--- src/rpa_pkg.sv ---
// ----------------------------------------------------------------------------
// rpa_pkg
// Shared types, constants and AES-128 helper functions for the address
// resolver pipeline.
// ----------------------------------------------------------------------------
package rpa_pkg;

  // Number of AES rounds, and variants tried per address.
  localparam int NumRounds   = 10;
  localparam int NumVariants = 4;
  localparam int VarBits     = $clog2(NumVariants);

  // Register indexes of the configuration port.
  localparam logic [1:0] RegKeyUpper = 2'd0;
  localparam logic [1:0] RegKeyLower = 2'd1;
  localparam logic [1:0] RegEnable   = 2'd2;

  // A prand qualifies when its top two bits are 01.
  localparam logic [7:0] PrandTypeMask = 8'hC0;
  localparam logic [7:0] PrandTypeRpa  = 8'h40;

  // One block in flight: cipher state, current round key, hash to compare.
  typedef struct packed {
    logic         valid;
    logic         last;
    logic         ok;
    logic [23:0]  hash;
    logic [127:0] rk;
    logic [127:0] st;
  } stage_t;

  localparam logic [7:0] SBOX [256] = '{
    8'h63,8'h7c,8'h77,8'h7b,8'hf2,8'h6b,8'h6f,8'hc5,8'h30,8'h01,8'h67,8'h2b,8'hfe,8'hd7,8'hab,8'h76,
    8'hca,8'h82,8'hc9,8'h7d,8'hfa,8'h59,8'h47,8'hf0,8'had,8'hd4,8'ha2,8'haf,8'h9c,8'ha4,8'h72,8'hc0,
    8'hb7,8'hfd,8'h93,8'h26,8'h36,8'h3f,8'hf7,8'hcc,8'h34,8'ha5,8'he5,8'hf1,8'h71,8'hd8,8'h31,8'h15,
    8'h04,8'hc7,8'h23,8'hc3,8'h18,8'h96,8'h05,8'h9a,8'h07,8'h12,8'h80,8'he2,8'heb,8'h27,8'hb2,8'h75,
    8'h09,8'h83,8'h2c,8'h1a,8'h1b,8'h6e,8'h5a,8'ha0,8'h52,8'h3b,8'hd6,8'hb3,8'h29,8'he3,8'h2f,8'h84,
    8'h53,8'hd1,8'h00,8'hed,8'h20,8'hfc,8'hb1,8'h5b,8'h6a,8'hcb,8'hbe,8'h39,8'h4a,8'h4c,8'h58,8'hcf,
    8'hd0,8'hef,8'haa,8'hfb,8'h43,8'h4d,8'h33,8'h85,8'h45,8'hf9,8'h02,8'h7f,8'h50,8'h3c,8'h9f,8'ha8,
    8'h51,8'ha3,8'h40,8'h8f,8'h92,8'h9d,8'h38,8'hf5,8'hbc,8'hb6,8'hda,8'h21,8'h10,8'hff,8'hf3,8'hd2,
    8'hcd,8'h0c,8'h13,8'hec,8'h5f,8'h97,8'h44,8'h17,8'hc4,8'ha7,8'h7e,8'h3d,8'h64,8'h5d,8'h19,8'h73,
    8'h60,8'h81,8'h4f,8'hdc,8'h22,8'h2a,8'h90,8'h88,8'h46,8'hee,8'hb8,8'h14,8'hde,8'h5e,8'h0b,8'hdb,
    8'he0,8'h32,8'h3a,8'h0a,8'h49,8'h06,8'h24,8'h5c,8'hc2,8'hd3,8'hac,8'h62,8'h91,8'h95,8'he4,8'h79,
    8'he7,8'hc8,8'h37,8'h6d,8'h8d,8'hd5,8'h4e,8'ha9,8'h6c,8'h56,8'hf4,8'hea,8'h65,8'h7a,8'hae,8'h08,
    8'hba,8'h78,8'h25,8'h2e,8'h1c,8'ha6,8'hb4,8'hc6,8'he8,8'hdd,8'h74,8'h1f,8'h4b,8'hbd,8'h8b,8'h8a,
    8'h70,8'h3e,8'hb5,8'h66,8'h48,8'h03,8'hf6,8'h0e,8'h61,8'h35,8'h57,8'hb9,8'h86,8'hc1,8'h1d,8'h9e,
    8'he1,8'hf8,8'h98,8'h11,8'h69,8'hd9,8'h8e,8'h94,8'h9b,8'h1e,8'h87,8'he9,8'hce,8'h55,8'h28,8'hdf,
    8'h8c,8'ha1,8'h89,8'h0d,8'hbf,8'he6,8'h42,8'h68,8'h41,8'h99,8'h2d,8'h0f,8'hb0,8'h54,8'hbb,8'h16
  };

  localparam logic [7:0] RCON [NumRounds] = '{
    8'h01, 8'h02, 8'h04, 8'h08, 8'h10, 8'h20, 8'h40, 8'h80, 8'h1b, 8'h36
  };

  // Byte i of a 128-bit block sits in bits 127-8i down to 120-8i.
  function automatic logic [7:0] get_byte(input logic [127:0] v, input int i);
    return v[127-8*i -: 8];
  endfunction

  function automatic logic [7:0] xtime(input logic [7:0] x);
    return {x[6:0], 1'b0} ^ (x[7] ? 8'h1b : 8'h00);
  endfunction

  // SubBytes followed by ShiftRows.
  function automatic logic [127:0] sub_shift(input logic [127:0] s);
    logic [127:0] t;
    t = '0;
    for (int c = 0; c < 4; c++) begin
      for (int i = 0; i < 4; i++) begin
        t[127-8*(c*4+i) -: 8] = SBOX[get_byte(s, ((c + i) % 4) * 4 + i)];
      end
    end
    return t;
  endfunction

  function automatic logic [127:0] mix_columns(input logic [127:0] s);
    logic [127:0] t;
    logic [7:0] a0, a1, a2, a3, all;
    t = '0;
    for (int c = 0; c < 4; c++) begin
      a0  = get_byte(s, c*4);
      a1  = get_byte(s, c*4+1);
      a2  = get_byte(s, c*4+2);
      a3  = get_byte(s, c*4+3);
      all = a0 ^ a1 ^ a2 ^ a3;
      t[127-8*(c*4)   -: 8] = a0 ^ all ^ xtime(a0 ^ a1);
      t[127-8*(c*4+1) -: 8] = a1 ^ all ^ xtime(a1 ^ a2);
      t[127-8*(c*4+2) -: 8] = a2 ^ all ^ xtime(a2 ^ a3);
      t[127-8*(c*4+3) -: 8] = a3 ^ all ^ xtime(a3 ^ a0);
    end
    return t;
  endfunction

  // One step of the AES-128 key schedule.
  function automatic logic [127:0] key_next(input logic [127:0] k, input logic [7:0] rc);
    logic [31:0] w0, w1, w2, w3, tmp;
    w0  = k[127:96];
    w1  = k[95:64];
    w2  = k[63:32];
    w3  = k[31:0];
    tmp = {SBOX[w3[23:16]] ^ rc, SBOX[w3[15:8]], SBOX[w3[7:0]], SBOX[w3[31:24]]};
    w0  = w0 ^ tmp;
    w1  = w1 ^ w0;
    w2  = w2 ^ w1;
    w3  = w3 ^ w2;
    return {w0, w1, w2, w3};
  endfunction

  function automatic logic [127:0] byte_reverse(input logic [127:0] k);
    logic [127:0] r;
    r = '0;
    for (int i = 0; i < 16; i++) begin
      r[127-8*i -: 8] = get_byte(k, 15 - i);
    end
    return r;
  endfunction

endpackage

--- src/rpa_issue.sv ---
// ----------------------------------------------------------------------------
// rpa_issue
// Holds one address and issues its four cipher blocks, one per cycle unless
// stalled, each with the key, hash and prand check that belong to that variant.
// ----------------------------------------------------------------------------
module rpa_issue
  import rpa_pkg::*;
(
  input  logic         clk,
  input  logic         rst,
  input  logic         en,
  input  logic         in_valid,
  output logic         in_ready,
  input  logic [47:0]  addr_in,
  input  logic [127:0] key,
  input  logic         enable,
  output stage_t       dout
);

  logic               busy;
  logic [VarBits-1:0] cnt;
  logic [47:0]        addr;
  logic               last_issue;
  logic [23:0]        prand, hash;
  logic [127:0]       vkey;

  // No transfer is taken while reset is held.
  assign last_issue = busy && en && (cnt == VarBits'(NumVariants - 1));
  assign in_ready   = !rst && (!busy || last_issue);

  // Variant order: low half as prand, then high half; first key, then reversed.
  always_comb begin
    prand = cnt[0] ? addr[47:24] : addr[23:0];
    hash  = cnt[0] ? addr[23:0]  : addr[47:24];
    vkey  = cnt[1] ? byte_reverse(key) : key;
  end

  // Sequencer: load an address, then step through its variants.
  always_ff @(posedge clk) begin
    if (rst) begin
      busy <= 1'b0;
      cnt  <= '0;
    end else begin
      if (busy && en) begin
        cnt <= cnt + 1'b1;
        if (last_issue) begin
          busy <= 1'b0;
        end
      end
      if (in_valid && in_ready) begin
        busy <= 1'b1;
        cnt  <= '0;
      end
    end
  end

  always_ff @(posedge clk) begin
    if (in_valid && in_ready) begin
      addr <= addr_in;
    end
  end

  // Initial AddRoundKey into the first pipeline register.
  always_ff @(posedge clk) begin
    if (rst) begin
      dout.valid <= 1'b0;
    end else if (en) begin
      dout.valid <= busy;
    end
  end

  always_ff @(posedge clk) begin
    if (en) begin
      dout.last <= (cnt == VarBits'(NumVariants - 1));
      dout.ok   <= enable && ((prand[23:16] & PrandTypeMask) == PrandTypeRpa);
      dout.hash <= hash;
      dout.rk   <= vkey;
      dout.st   <= {104'b0, prand} ^ vkey;
    end
  end

endmodule

--- config.mk ---
export PLATFORM = sky130hd
export DESIGN_NAME = rpa_issue
export DESIGN_NICKNAME = d
export VERILOG_FILES = /design/src/rpa_pkg.sv /design/src/rpa_issue.sv
export SDC_FILE = /design/constraint.sdc
export NUM_CORES = 1
export LEC_CHECK = 0
export BUFFER_PORTS_ARGS = -buffer_cell sky130_fd_sc_hd__buf_4
export CORE_ASPECT_RATIO = 0.7
export CORE_MARGIN = 2
export CORE_UTILIZATION = 30
export DETAILED_ROUTE_END_ITERATION = 6
export PLACE_DENSITY_LB_ADDON = 0.15
export SETUP_SLACK_MARGIN = 0.3
export SLEW_MARGIN = 30
export SYNTH_ARGS = -nofsm -noshare
export SYNTH_HDL_FRONTEND = slang
export SYNTH_SLANG_ARGS = --single-unit
--- constraint.sdc ---
create_clock -name clk -period 7 [get_ports clk]
set_input_delay 1.4 -clock clk [delete_from_list [all_inputs] [get_ports clk]]
set_output_delay 1.4 -clock clk [all_outputs]
set_load 0.05 [all_outputs]
== Word-level counts from Yosys, hierarchy flattened ==
Cells that the tools add are included.

* Bits in registers: 334
* Logic and storage cells: 31

* $add $sub $neg: 1
* Equal/unequal tests: 2
* Multiplexer cells: 6
* Bitwise logic cells: 1
* Reduce and logical (&&, ||, !) cells: 12

{| class="wikitable"
|+ Operators with widths
! kind !! number
|-
| $mux W128 || 1
|-
| $xor A24 B128 Y128 || 1
|-
| $mux W24 || 2
|-
| $logic_and A1 B1 Y1 || 5
|-
| $reduce_bool A2 Y1 || 2
|-
| $mux W1 || 3
|-
| $add A2 B1 Y2 const B || 1
|-
| $eq A2 B1 Y1 const B || 1
|-
| $eq A2 B2 Y1 const B || 1
|-
| $logic_not A1 Y1 || 2
|-
| $reduce_and A2 Y1 || 1
|-
| $reduce_or A2 Y1 || 1
|-
| $logic_or A1 B1 Y1 || 1
|}

== Depth between registers and ports, before layout ==
* Word-level depth: 7
* Mapped depth: 4

== Worst setup path after synthesis ==
No wires, ideal clock.

* Path type: in2reg
* From: input en
* To: register addr[0], enable pin
* Library setup time: 513 ps
* Arrival: 5049 ps
* Data required time: 6487 ps
* Slack: 1438 ps
* Stages on the path: 3
* Path buffers: 1
* Cell sequence: clkbuf_1 a21boi_0 nor3_1

* Longest elaborated chain between the ends: 5

{| class="wikitable"
|+ RTL lines
! what !! RTL line !! source
|-
| start, declared || rpa_issue.sv:11 || <nowiki>input logic en,</nowiki>
|-
| $logic_and A1 B1 Y1 (2 in series) || rpa_issue.sv:28 || <nowiki>assign last_issue = busy && en && (cnt == VarBits'(NumVariants - 1));</nowiki>
|-
| $logic_or A1 B1 Y1 || rpa_issue.sv:29 || <nowiki>assign in_ready = !rst && (!busy || last_issue);</nowiki>
|-
| $logic_and A1 B1 Y1 || rpa_issue.sv:29 ||
|-
| $logic_and A1 B1 Y1 || rpa_issue.sv:58 || <nowiki>if (in_valid && in_ready) begin</nowiki>
|-
| end signal, assigned || rpa_issue.sv:59 || <nowiki>addr <= addr_in;</nowiki>
|-
| end, declared || rpa_issue.sv:22 || <nowiki>logic [47:0] addr;</nowiki>
|}

Every way passes these cells.
A chain may end at the register's enable or synchronous reset.

== Worst setup path after layout ==
* From: input en
* To: output in_ready

* Longest elaborated chain between the ends: 4

{| class="wikitable"
|+ RTL lines
! what !! RTL line !! source
|-
| $logic_and A1 B1 Y1 (2 in series) || rpa_issue.sv:28 ||
|-
| $logic_or A1 B1 Y1 || rpa_issue.sv:29 ||
|-
| $logic_and A1 B1 Y1 || rpa_issue.sv:29 ||
|-
| end, declared || rpa_issue.sv:13 || <nowiki>output logic in_ready,</nowiki>
|}

Every way passes these cells.

==> impl_metrics.tcl <==
set metrics [dict create \
    final_common_cell "buf_4" \
    drive_above_1_share_pct 68.8 \
    power.density_nw_per_um2 253 \
    fin_skew_ns 0.00928 \
    die_y_um 157 \
    setup_tns_ns 0 \
    cts_tree "yes" \
    cp.arrival_ns 2.45 \
    overflow 0 \
    cts_hold_buf 0 \
    dieArea_um2 35100 \
    grt_pass1_wl_mm 36.2 \
    drc_errors 0 \
    drtIter0Drc 288 \
    cap_viol_max_count 0 \
    start_util_pct 30.3 \
    critPathBufInv 2 \
    drt_pass1_iterations 4 \
    critPathRequiredTime_ns 5.60 \
    antenna_left 0 \
    cts_made_buffers 25 \
    path_clk_slew_ns 0.06 \
    pin_count 465 \
    startpoint "en" \
    clk_latency_ns 0.53 \
    slew_headroom_pct 40.4 \
    synth_seq_cells 230 \
    core-area_um2 33300 \
    finalNetCount 1125 \
    fin_crit_sh_pct 55.0 \
    grt_max_degree 79 \
    vias 5958 \
    grt_pass1_vias 5839 \
    p_leak_uw 0.00554 \
    syn_inst 573 \
    r2r-start "cnt[0]$_SDFFE_PP0P_" \
    hp-class "flop to flop" \
    post_cts_buffers 0 \
    cts_buffer_depth 3 \
    port_buffers 464 \
    end_kind "primary output" \
    status "complete, no violations" \
    seq_area_um2 6870 \
    cts_num_sinks 230 \
    worstHoldStart "dout[282]$_SDFFE_PP0P_" \
    fmax_ghz 0.260 \
    postCtsResizedCells 0 \
    yosysUniqueCellTypes 22 \
    cts_root_buffer "clkbuf_16" \
    yosys_warnings 0 \
    slowest_delay_ns 0.42 \
    multiInputGateArea_um2 2300 \
    gp_congestion 0.772 \
    crit_chain "buf_6, a21boi_0, nor2_1, buf_4" \
    antenna_found_initial 1 \
    crit_type "primary input to primary output" \
    grtUsageTotal_pct 13.8 \
    htree_levels 1 \
    worstPathMaxFanout 55 \
    irDropWorstVdd_uv 128 \
    fin_util_pct 42.0 \
    worstSetupStartpointType "primary input" \
    tightest_slew_ns 0.894 \
    final_max_slew_viol_count 0 \
    num_rows 56 \
    area_delta_synth_final_pct 38.9 \
    synth.net_count 755 \
    rsz0062_at_grt "no" \
    hold_violations 0 \
    slowest_stage "buf_6" \
    postSynthAreaPerCell_um2 17.6 \
    wl_mm 25.7 \
    via_per_inst 4.26 \
    hpwl_mm 18.9 \
    period_needed_ns 3.85 \
    final_cell_mix "buf_4 (466), edfxtp_1 (226), mux2_2 (152)" \
    final-setup-viol-count 0 \
    critical_path.top_delay_family "buffers and inverters" \
    synth-seq-area-share_pct 68.1 \
    post_drt_wl_per_cell_um 18.4 \
    die_x_um 223 \
    fill_cells 3065 \
    syn_area_um2 10100 \
]
==> metrics by stage <==
stage / setup slack (ns) / area, um^2 / hold slack (ns) / instances / power, uW
after floorplan: 1.44 / 10100 / 0.507 / 573 / 2120
after global placement: 3.12 / 13200 / 0.503 / 1351 / 2360
after detailed placement: 3.14 / 13200 / 0.502 / 1351 / 2360
after CTS: 3.14 / 14000 / 0.529 / 1396 / 3610
after global routing: 3.07 / 14000 / 0.550 / 1397 / 3680
final: 3.15 / 14000 / 0.513 / 1397 / 3540
==> per-layer routing <==
layer,wire length (um),up-vias,global-route usage (%)
met5,0,-,0
met4,626,0,3.68
met1,9620,2875,15.8
li1,-,2803,-
met2,13200,245,24.4
met3,2290,35,5.34
==> final timing paths <==
check / endpoint / slack, ns / depth (start not counted)
worst max-delay path: in_ready / 3.15 / 4
worst min register to register: dout[282]$_SDFFE_PP0P_ / 0.51 / 2
worst min-delay path: dout[282]$_SDFFE_PP0P_ / 0.51 / 2
worst max register to register: addr[32]$_DFFE_PP_ / 4.52 / 4
==> where the power goes <==
group          switching [uW]  leakage (uW)  internal, uW  total [uW]
sequential               42.4       0.00222          1600        1650
combinational             442       0.00295           232         674
clock                     529      0.000366           690        1220
total                    1010       0.00554          2530        3540
==> layout make-up <==
type | count | area share, %
multi-input cells | 217 | 16.5
clock inverters | 15 | 0.706
flip-flops and latches | 230 | 49.1
clock buffers | 30 | 4.60
diodes | 1 | 0.0179
well taps | 435 | 3.89
inverters | 1 | 0.0268
repair buffers | 468 | 25.2
==> state kept, by name (all words and copies together) (netlist names) <==
name  count
busy      1
addr     48
dout    179
cnt       2
==> cell families (layout without fill, tap and decap cells) <==
family | count (synthesis) | after routing | synth area share (%)
AOI/OAI and AO/OA | 8 | 8 | 0.733
xor gates and xnor gates | 24 | 24 | 2.09
adders and majority gates | 1 | 1 | 0.124
buffers and inverters | 126 | 514 | 9.03
DFF | 230 | 230 | 68.1
muxes | 177 | 177 | 19.5
other | 0 | 1 | 0
and+or+nand+nor | 7 | 7 | 0.410
==> worst min-delay path, stage by stage (launching register included) <==
cell	delay [ns]
dfxtp_1	0.33
mux2i_1	0.07
nor2_1	0.08
==> cells in the mapped netlist (all sizes together) <==
cell    number  share of area (%)
dfxtp        4               0.79
buf        124                9.0
ha           1               0.12
xnor2       24                2.1
mux2       152                 17
a221oi       2               0.24
a21boi       2               0.15
nand3        1              0.050
nor2         2              0.075
edfxtp     226                 67
or3b         1              0.087
nor3         1              0.050
nand3b       2               0.15
mux2i       25                2.5
inv          1              0.037
clkbuf       1              0.037
a21oi        1              0.050
a21bo        3               0.30
(Power assumes the default switching activity.)
